==> config.mk <==
export PLATFORM = sky130hd
export DESIGN_NAME = imhq_ctrl
export DESIGN_NICKNAME = d
export VERILOG_FILES = /design/src/hdl/imhq_pkg.sv /design/src/hdl/imhq_ctrl.sv
export SDC_FILE = /design/constraint.sdc
export NUM_CORES = 1
export LEC_CHECK = 0
export BUFFER_PORTS_ARGS = -buffer_cell sky130_fd_sc_hd__buf_2
export CAP_MARGIN = 20
export CELL_PAD_IN_SITES_DETAIL_PLACEMENT = 2
export CELL_PAD_IN_SITES_GLOBAL_PLACEMENT = 2
export CORE_UTILIZATION = 27
export DETAILED_ROUTE_END_ITERATION = 7
export PLACE_DENSITY = 0.76
export SYNTH_ARGS = -nofsm -noshare
export SYNTH_HDL_FRONTEND = slang
export SYNTH_SLANG_ARGS = --single-unit
==> constraint.sdc <==
create_clock -name i_clk -period 2.9 [get_ports i_clk]
set_clock_uncertainty 0.05 [all_clocks]
set_input_delay 0.29 -clock i_clk [delete_from_list [all_inputs] [get_ports i_clk]]
set_output_delay 0.29 -clock i_clk [all_outputs]
set_load 0.03 [all_outputs]
==> src/hdl/imhq_pkg.sv <==
// ----------------------------------------------------------------------------
// imhq_pkg
// Shared types and constants for the indexed max-heap queue.
// ----------------------------------------------------------------------------
`default_nettype none
package imhq_pkg;
    localparam int CAPACITY_DEF      = 64;
    localparam int PRIORITY_BITS_DEF = 16;
    localparam int JOB_BITS          = 6;
    localparam int NUM_JOBS          = 64;
    localparam int PRIO_W            = 16;
    localparam int STAT_W            = 3;

    localparam logic [1:0] OP_PUSH   = 2'd0;
    localparam logic [1:0] OP_POP    = 2'd1;
    localparam logic [1:0] OP_REMOVE = 2'd2;
    localparam logic [1:0] OP_PEEK   = 2'd3;

    localparam logic [2:0] ST_OK     = 3'd0;
    localparam logic [2:0] ST_FULL   = 3'd1;
    localparam logic [2:0] ST_EMPTY  = 3'd2;
    localparam logic [2:0] ST_ABSENT = 3'd3;
    localparam logic [2:0] ST_DUP    = 3'd4;

    // datapath command codes
    typedef enum logic [3:0] {
        C_NONE, C_LOAD, C_CHECK, C_PLACE, C_TAKE, C_MOVE, C_RD_UP, C_UP,
        C_RD_DN, C_RD_DN2, C_DN, C_TOP, C_DONE
    } t_cmd;

    typedef struct packed {
        logic decided;   // check finished, result known
        logic err;       // error status, no change
        logic no_work;   // nothing to sift
        logic up_more;   // sift up swapped, continue
        logic up_stop;
        logic dn_more;
        logic dn_stop;
    } t_stat;
endpackage
`default_nettype wire

==> src/hdl/imhq_ctrl.sv <==
// ----------------------------------------------------------------------------
// imhq_ctrl
// Sequencer: handshake, check, place/take, sift up then down, top read.
// ----------------------------------------------------------------------------
`default_nettype none
module imhq_ctrl (
    input  wire logic            i_clk,
    input  wire logic            i_rst_n,
    input  wire logic            i_valid,
    output logic                 o_stall,
    output logic                 o_valid,
    input  wire logic            i_stall,
    input  wire imhq_pkg::t_stat i_stat,
    input  wire logic [1:0]      i_op,
    output imhq_pkg::t_cmd       o_cmd
);
    typedef enum logic [9:0] {
        S_IDLE = 10'b0000000001, S_CHK  = 10'b0000000010,
        S_DEC  = 10'b0000000100, S_MOVE = 10'b0000001000,
        S_RUP  = 10'b0000010000, S_UP   = 10'b0000100000,
        S_RDN  = 10'b0001000000, S_RDN2 = 10'b0010000000,
        S_DN   = 10'b0100000000, S_OUT  = 10'b1000000000
    } t_state;

    t_state r_state, n_state;
    logic   r_top;       // top read pending flag; n_top never sets it
    logic   r_push;
    logic   n_top;

    always_comb begin
        n_state = r_state;
        n_top   = 1'b0;
        o_cmd   = imhq_pkg::C_NONE;
        case (r_state)
            S_IDLE: if (i_valid) begin o_cmd = imhq_pkg::C_LOAD; n_state = S_CHK; end
            S_CHK: begin o_cmd = imhq_pkg::C_CHECK; n_state = S_DEC; end
            S_DEC: begin
                if (i_stat.err || i_stat.no_work) begin
                    o_cmd = imhq_pkg::C_TOP; n_state = S_OUT;
                end else if (r_push) begin
                    o_cmd = imhq_pkg::C_PLACE; n_state = S_RUP;
                end else begin
                    o_cmd = imhq_pkg::C_TAKE; n_state = S_MOVE;
                end
            end
            S_MOVE: begin o_cmd = imhq_pkg::C_MOVE; n_state = S_RUP; end
            S_RUP: begin o_cmd = imhq_pkg::C_RD_UP; n_state = S_UP; end
            S_UP: begin
                if (i_stat.up_more) begin o_cmd = imhq_pkg::C_UP; n_state = S_RUP; end
                else if (r_push) begin o_cmd = imhq_pkg::C_TOP; n_state = S_OUT; end
                else n_state = S_RDN;
            end
            S_RDN: begin o_cmd = imhq_pkg::C_RD_DN; n_state = S_RDN2; end
            S_RDN2: begin o_cmd = imhq_pkg::C_RD_DN2; n_state = S_DN; end
            S_DN: begin
                if (i_stat.dn_more) begin o_cmd = imhq_pkg::C_DN; n_state = S_RDN; end
                else begin o_cmd = imhq_pkg::C_TOP; n_state = S_OUT; end
            end
            S_OUT: if (!i_stall) n_state = S_IDLE;
            default: n_state = S_IDLE;
        endcase
    end

    always_ff @(posedge i_clk) begin
        if (!i_rst_n) begin
            r_state <= S_IDLE;
            r_push  <= 1'b0;
            r_top   <= 1'b0;
        end else begin
            r_state <= n_state;
            r_top   <= n_top;
            if (r_state == S_IDLE && i_valid) r_push <= (i_op == imhq_pkg::OP_PUSH);
        end
    end

    assign o_stall = (r_state != S_IDLE) || r_top;
    assign o_valid = (r_state == S_OUT);
endmodule
`default_nettype wire

Word level (Yosys, flattened, before mapping)
Index checks and enable logic that the tools add are counted.
{"block": "word_totals", "reg_bits": 11, "inputBits": 13, "out_inout_bits": 6, "word_cells": 34}
{"block": "classes", "n_eq_ne": 13, "muxes": 15, "reduce_logical": 4}
{"operator": "one-hot mux 10 bit (10 select lines)", "count": 1}
{"operator": "2-to-1 mux 10 bit", "count": 6}
{"operator": "one-hot mux 4 bit (9 select lines)", "count": 1}
{"operator": "2-to-1 mux 4 bit", "count": 3}
{"operator": "equality test 10 x 1 -> 1 bit, second input constant", "count": 1}
{"operator": "equality test 10 bit, second input constant", "count": 1}
{"operator": "equality test 10 x 2 -> 1 bit, second input constant", "count": 1}
{"operator": "equality test 10 x 3 -> 1 bit, second input constant", "count": 1}
{"operator": "equality test 10 x 4 -> 1 bit, second input constant", "count": 1}
{"operator": "equality test 10 x 5 -> 1 bit, second input constant", "count": 1}
{"operator": "equality test 10 x 6 -> 1 bit, second input constant", "count": 1}
{"operator": "equality test 10 x 7 -> 1 bit, second input constant", "count": 1}
{"operator": "equality test 10 x 8 -> 1 bit, second input constant", "count": 1}
{"operator": "equality test 10 x 9 -> 1 bit, second input constant", "count": 1}
{"operator": "inequality test 10 x 1 -> 1 bit, second input constant", "count": 1}
{"operator": "2-to-1 mux 5 bit", "count": 1}
{"operator": "inequality test 2 bit, second input constant", "count": 2}
{"operator": "2-to-1 mux 3 bit", "count": 1}
{"operator": "zero test 2 bit", "count": 1}
{"operator": "2-to-1 mux 1 bit", "count": 2}
{"operator": "AND reduction 2 bit", "count": 1}
{"operator": "logical AND 1 bit", "count": 1}
{"operator": "logical OR 1 bit", "count": 1}

Longest topological paths before layout
Gate-level depths: netlist of the first run.
{"block": "depth", "depth_word": 3, "ltp_mapped": 5, "depth_no_buf": 5}

Least setup slack after synthesis of the first run
No wires, ideal clock.
{"block": "synth_path", "path_kind": "reg-to-output", "startpoint": "register r_state[0]", "endpoint": "output o_cmd[3]", "arrival_ns": 1.601, "required_time_ns": 2.560, "setup_slack_ns": 0.959, "path_stages_with_launch": 4, "n_path_buf": 0, "path_cell_list": "dfxtp_1 -> nor4_4 -> nand2_1 -> o31ai_1"}
{"block": "synth_via", "elab_chain_len": 2}
{"item": "from (decl)", "line_no": "imhq_ctrl.sv:25", "source": "t_state r_state, n_state;"}
{"item": "from (signal assigned)", "line_no": "imhq_ctrl.sv:70", "source": "r_state <= n_state;"}
{"item": "equality test 10 x 9 -> 1 bit (tied with other cells)", "line_no": "imhq_ctrl.sv:34", "source": "case (r_state)"}
{"item": "one-hot mux 4 bit (9 select lines) (*)", "line_no": "imhq_ctrl.sv:34"}
{"item": "to (decl)", "line_no": "imhq_ctrl.sv:15", "source": "output imhq_pkg::t_cmd o_cmd"}
Mark *: on every way between the ends. The rest lies on a longest branch, timed or not.

Worst setup path after layout of the first run
{"block": "layout_path", "startpoint": "register r_state[0]", "endpoint": "output o_cmd[0]"}
Same word-level chain as after synthesis.

==> results of run 1 <==
-- sequential cells by signal, indices dropped and copies added, names as in the netlist --
register and count:
r_state 10, r_push 1
-- final cells by class --
cell class              instances  share of cell area
clock buffers                   4              0.0322
flip-flops and latches         11               0.270
repair buffers                 15              0.0919
inverters                       5              0.0230
multi-input cells              72               0.541
well taps                      28              0.0429
-- power by group through the flow --
| stage | logic [uW] | registers [uW] | clock network (uW) |
|---|---|---|---|
| 3_5_place_dp | 62.6 | 166 | 0 |
| 4_1_cts | 62.9 | 162 | 112 |
| 5_1_grt | 69.9 | 163 | 117 |
| 2_1_floorplan | 42.1 | 164 | 0 |
| 3_3_place_gp | 61.2 | 165 | 0 |
| 6_report | 62.3 | 162 | 106 |
-- metal layers --
metal	routed length [um]	GRT usage	vias to the layer above
li1	-	-	362
met1	1020	0.242	337
met2	959	0.314	21
met3	102	0.0319	5
met4	47	0.0965	0
met5	0	0	-
-- through the flow --
stage | cells | area, um2 | setup slack, ns | total power [uW] | hold WS [ns]
CTS | 135 | 817 | 0.435 | 337 | 0.225
finish | 135 | 817 | 0.462 | 331 | 0.233
global route | 135 | 817 | 0.252 | 350 | 0.226
detailed placement | 131 | 791 | 0.728 | 228 | 0.467
global placement | 131 | 791 | 0.804 | 226 | 0.442
floorplan | 88 | 681 | 0.959 | 206 | 0.362
-- worst max path at each step --
stage,cells past startpoint,endpoint,slack [ns],start
after floorplan,3,o_cmd[3],0.96,r_state[0]
after detailed placement,6,o_cmd[0],0.73,r_state[0]
after global routing,6,o_cmd[0],0.25,r_state[0]
after global placement,6,o_cmd[0],0.80,r_state[0]
after CTS,6,o_cmd[0],0.43,r_state[0]
final,6,o_cmd[0],0.46,r_state[0]
-- kinds of logic after synthesis --
group	synth area share
simple gates	0.463
compound gates	0.160
flops	0.324
buf+inv	0.0276
xor+xnor	0.0257
-- worst reg2reg max path, cell delays in order, from the launching register on --
cell      delay, ns
dfxtp_1        0.39
nor4_4         0.42
nand3_2        0.20
or4_4          0.48
nand2b_2       0.18
a21oi_1        0.06
-- cells in the final DEF (no fill, tap or decap), types with 2 or more instances in the layout --
| cell type | Yosys | final |
|---|---|---|
| a21oi_1 | 3 | 3 |
| a31oi_1 | 3 | 3 |
| buf_2 | 0 | 15 |
| clkbuf_4 | 0 | 3 |
| dfxtp_1 | 11 | 11 |
| inv_1 | 5 | 5 |
| nand2_1 | 6 | 6 |
| nand3_1 | 4 | 4 |
| nand4_1 | 3 | 3 |
| nor2_1 | 15 | 15 |
| nor2b_1 | 3 | 3 |
| nor3_1 | 5 | 5 |
| o21ai_0 | 4 | 4 |
| xnor2_1 | 2 | 2 |
==> flow_summary.json, run 1 <==
{
  "viasPerCell": 5.37,
  "fmax_mhz": 410,
  "p_seq_frac": 0.490,
  "cts.hold.buffers_added": 0,
  "outcome": "completed",
  "holdPathEnd": "r_push",
  "synth_top_area_share": 0.324,
  "synth_commonest_cells": "nor2_1, dfxtp_1, nand2_1",
  "num-fill-cells": 280,
  "multi_input_area_um2": 442,
  "clockRootBuffer": "clkbuf_4",
  "rsz0062_at_grt": "false",
  "path_buf_inv": 1,
  "hold_viol": 0,
  "fin_util": 0.356,
  "synth.area.top_cells": "dfxtp_1, nor2_1, nor3_1, nand2_1, nor4_4",
  "register_area_um2": 220,
  "switching_power_uw": 99.1,
  "p_leak_uw": 0.000323,
  "syn_nets": 101,
  "period_share": 0.841,
  "relSlewSlack": 0.739,
  "period_needed_ns": 2.44,
  "synth.ff_latch_count": 11,
  "first_global_vias": 803,
  "r2r_end": "r_state[4]",
  "cts_made_buffers": 3,
  "synthArstFlopShare": 0,
  "ys_warn_count": 0,
  "combPwrFrac": 0.189,
  "clkPwrFrac": 0.322,
  "start_util": 0.296,
  "core-area_um2": 2300,
  "clk_pin_slew_ns": 0.07,
  "synth.most_common_cell": "nor2_1",
  "yosysTopAreaCell": "dfxtp_1",
  "synth_cell_types": 36,
  "max_cap_violations": 0,
  "wl_per_cell_um": 15.7,
  "required_ns": 2.56,
  "holdPathStages": 3,
  "ir_drop_v": 0.000169,
  "clk_path_buf_depth": 2,
  "synthesis.area_um2": 681,
  "place.detailed.hpwl_um": 1710,
  "post_cts_buffers": 0,
  "path_max_fanout": 6,
  "drc": 0,
  "clock_latency_ns": 0.26,
  "endpoint_kind": "output port",
  "crit_slowest_cell": "nor4_4",
  "drtAntennaViolNets": 0,
  "vias": 725,
  "min_from": "i_op[1]",
  "num_io_pins": 19,
  "ctsResizeCount": 0,
  "finalSetupViolCount": 0,
  "critPathKind": "flop to output port",
  "firstDrtPassIters": 3,
  "wirelength_um": 2130,
  "cts-htree-levels": 1,
  "hold_path_class": "primary input to flop",
  "grt_pass1_wl_um": 3800,
  "r2r_cells": 5,
  "drive_above_1_share": 0.224,
  "regToRegSetupSlack_ns": 1.00,
  "worst_pin_slew_ns": 0.388,
  "gp_congestion": 0.815,
  "cts_tree": "built",
  "synthCells": 88,
  "portBuffers": 15,
  "antenna_found_initial": 0,
  "ys_seq_area_frac": 0.324,
  "die_area_um2": 2730,
  "cp.arrival_ns": 2.10,
  "cp_slowest_stage_delay_ns": 0.42,
  "path_cells": "nor4_4, nand3_2, nor4b_1, a31oi_1, nand4_1, buf_2",
  "power_switching_share": 0.300,
  "track_usage": 0.192,
  "area_growth_pct": 20.0,
  "clock_sinks": 11,
  "drt_iter0_markers": 6,
  "finalSetupTns_ns": 0,
  "syn_area_per_cell_um2": 7.73,
  "worst_setup_path_start_kind": "flop",
  "die_x_um": 52.2,
  "die_h_um": 52.2,
  "diodes": 0,
  "grt_max_degree": 9,
  "internal_power_uw": 232,
  "reg2reg_from": "r_state[0]",
  "finalMaxSlewViolations": 0,
  "synth_edf_count": 0,
  "grt.overflow.total": 0,
  "rows": 17,
  "nNetsFinal": 121,
  "power.density_nw_per_um2": 405,
  "crit_family": "simple AND/OR/NAND/NOR gates",
  "synth_flop_cell": "dfxtp_1"
}
No activity file was read; power rests on OpenSTA's default activity.
==> inputs of run 2 (changes only) <==
--- a/config.mk
+++ b/config.mk
@@ -5,13 +5,14 @@
 export SDC_FILE = /design/constraint.sdc
 export NUM_CORES = 1
 export LEC_CHECK = 0
+export ABC_AREA = 1
 export BUFFER_PORTS_ARGS = -buffer_cell sky130_fd_sc_hd__buf_2
 export CAP_MARGIN = 20
 export CELL_PAD_IN_SITES_DETAIL_PLACEMENT = 2
 export CELL_PAD_IN_SITES_GLOBAL_PLACEMENT = 2
-export CORE_UTILIZATION = 27
+export CORE_UTILIZATION = 25
 export DETAILED_ROUTE_END_ITERATION = 7
-export PLACE_DENSITY = 0.76
+export PLACE_DENSITY = 0.73
 export SYNTH_ARGS = -nofsm -noshare
 export SYNTH_HDL_FRONTEND = slang
 export SYNTH_SLANG_ARGS = --single-unit
==> constraint.sdc (replaced) <==
create_clock -name i_clk -period 2.1 [get_ports i_clk]
set_clock_uncertainty 0.05 [all_clocks]
set_input_delay 0.21 -clock i_clk [delete_from_list [all_inputs] [get_ports i_clk]]
set_output_delay 0.21 -clock i_clk [all_outputs]
set_load 0.03 [all_outputs]
==> run 2 against run 1 <==
Non-clock buffer count stayed put. Die area grew 25%. Synthesized cell count grew 25%. Global-route usage fell by 3.7 points. Design area up 18%. Routed wire length up 9.4%. Register-to-register slack got worse by 0.28 ns. Via count is 9.8% higher. Utilization shrank 3.8 points.
==> flow_summary.json, run 2 <==
{
  "top_regs": "r_state x10, r_push x1",
  "rows": 20,
  "place.detailed.hpwl_um": 1990,
  "clk_pin_slew_ns": 0.08,
  "finalSetupViolCount": 0,
  "regMostFlops": "r_state",
  "p_leak_uw": 0.000472,
  "synth_commonest_cells": "inv_1, nand2_1, nor2_1",
  "period_needed_ns": 1.94,
  "area_growth_pct": 20.7,
  "num-fill-cells": 370,
  "antenna_found_initial": 0,
  "synth_edf_count": 0,
  "worst_setup_path_start_kind": "flop",
  "grt_max_degree": 7,
  "synth_xor_area_frac": 0,
  "cts.hold.buffers_added": 0,
  "clock_latency_ns": 0.28,
  "die_h_um": 58.5,
  "syn_area_per_cell_um2": 7.25,
  "endpoint_kind": "output port",
  "synthAdderAreaFrac": 0,
  "clkPwrFrac": 0.258,
  "track_usage": 0.155,
  "power_uw": 590,
  "num_io_pins": 19,
  "finalMaxSlewViolations": 0,
  "clockRootBuffer": "clkbuf_4",
  "hold_viol": 0,
  "power.density_nw_per_um2": 613,
  "portBuffers": 15,
  "drt_iter0_markers": 13,
  "final_cell_mix": "inv_1, nand2_1, buf_2",
  "cts-htree-levels": 1,
  "reg2reg_from": "r_state[9]",
  "worst_pin_slew_ns": 0.271,
  "grt.overflow.total": 0,
  "worstSetupStartpoint": "r_state[9]",
  "switching_power_uw": 228,
  "synth_top_family_by_area": "simple AND/OR/NAND/NOR gates",
  "synth.area.top_cells": "dfxtp_1, nor2_4, inv_1, nand2_1, nor2_1",
  "final.setup.worst_slack_ns": 0.162,
  "grt_pass1_wl_um": 3900,
  "layout_commonest_cell": "inv_1",
  "clk_path_buf_depth": 2,
  "largest_reg_flops": 10,
  "synthArstFlopShare": 0,
  "die_x_um": 58.5,
  "synthesis.area_um2": 797,
  "yosysTopAreaCell": "dfxtp_1",
  "synthCells": 110,
  "hold-worst-slack_ns": 0.188,
  "hold_path_class": "primary input to flop",
  "viasPerCell": 4.60,
  "syn_nets": 123,
  "firstDrtPassIters": 4,
  "synth_cell_types": 27,
  "max_cap_violations": 0,
  "synth.most_common_cell": "inv_1",
  "first_global_vias": 845,
  "rsz0062_at_grt": "false",
  "fmax_mhz": 516,
  "core-area_um2": 3030,
  "diodes": 0,
  "synthMuxAreaShare": 0,
  "wl_per_cell_um": 13.4,
  "synth_compound_area_frac": 0.0330,
  "synth_flop_cell": "dfxtp_1",
  "gp_congestion": 0.801,
  "internal_power_uw": 362,
  "vias": 796,
  "wirelength_um": 2330,
  "required_ns": 1.84,
  "drc": 0,
  "cts_tree": "built",
  "die_area_um2": 3420,
  "relSlewSlack": 0.818,
  "post_cts_buffers": 0,
  "cts_made_buffers": 3,
  "finalSetupTns_ns": 0,
  "period_share": 0.923,
  "clock_sinks": 11,
  "synth_top_area_share": 0.276,
  "ys_seq_area_frac": 0.276,
  "synthSimpleGateAreaFrac": 0.598,
  "drive_above_1_share": 0.364,
  "min_from": "i_valid",
  "ir_drop_v": 0.000279,
  "drtAntennaViolNets": 0,
  "start_util": 0.263,
  "power_switching_share": 0.387,
  "cp.arrival_ns": 1.68,
  "p_seq_frac": 0.391,
  "outcome": "completed",
  "critPathKind": "flop to output port",
  "synth.ff_latch_count": 11,
  "dpl_worst_slack_ns": 0.396,
  "ctsResizeCount": 0,
  "nNetsFinal": 143,
  "path_max_fanout": 5,
  "ys_warn_count": 0,
  "combPwrFrac": 0.350
}
run 2: cell count changes after synthesis, moves of 3 or more:
cell     delta
a31oi_1     -3
nand2_2     +4
nor2_2      +4
nand3_1     +5
nand2_1     +8
inv_1      +11
nor2_4      +7
nand4_1     +3
nor2b_1     -3
nand3_2     +3
run 2: metrics by stage:
step                      instances  cell area [um2]   util
after floorplan                 110              797      -
after global placement          169              927  0.306
after detailed placement        169              927  0.306
after CTS                       173              953  0.315
after global routing            173              962  0.318
final                           173              962  0.318
run 2: area by class of cell:
cell class / instances / area, um2 / area share
multi-input cells: 80 / 508 / 0.528
clock buffers: 4 / 26.3 / 0.0273
well taps: 44 / 55.1 / 0.0572
repair buffers: 15 / 77.6 / 0.0806
flip-flops and latches: 11 / 221 / 0.230
inverters: 19 / 73.8 / 0.0767
run 2: cell families (layout without fill, tap and decap cells):
family	count (synthesis)	in the layout
DFF	11	11
and+or+nand+nor	75	75
AOI/OAI and AO/OA	5	5
buffers and inverters	19	38
run 2: worst max-delay path, stage by stage, from the launching register on:
cell,delay (ns)
dfxtp_1,0.36
nor2_4,0.19
nand2_2,0.09
nor2_4,0.16
nand2_1,0.09
o22ai_1,0.16
inv_1,0.08
nand3_1,0.07
buf_2,0.20
run 2: per-layer routing:
metal,global-route usage,vias to the layer above,part of all wire
li1,-,400,-
met1,0.190,376,0.46
met2,0.276,15,0.49
met3,0.0198,5,0.028
met4,0.0612,0,0.018
met5,0,-,0
run 2: path summary, 6_finish.rpt:
kind              cells after the start    endpoint  slack (ns)
setup / recovery                      8    o_cmd[0]        0.16
hold / removal                        3  r_state[1]        0.19
setup reg to reg                      8  r_state[0]        0.72
hold reg to reg                       2      r_push        0.47
run 2: power by group through the flow:
stage	Sequential, uW	Combinational (uW)	Clock [uW]
global route	233	226	167
global placement	235	200	0
CTS	231	208	159
floorplan	234	154	0
detailed placement	236	208	0
finish	231	207	152
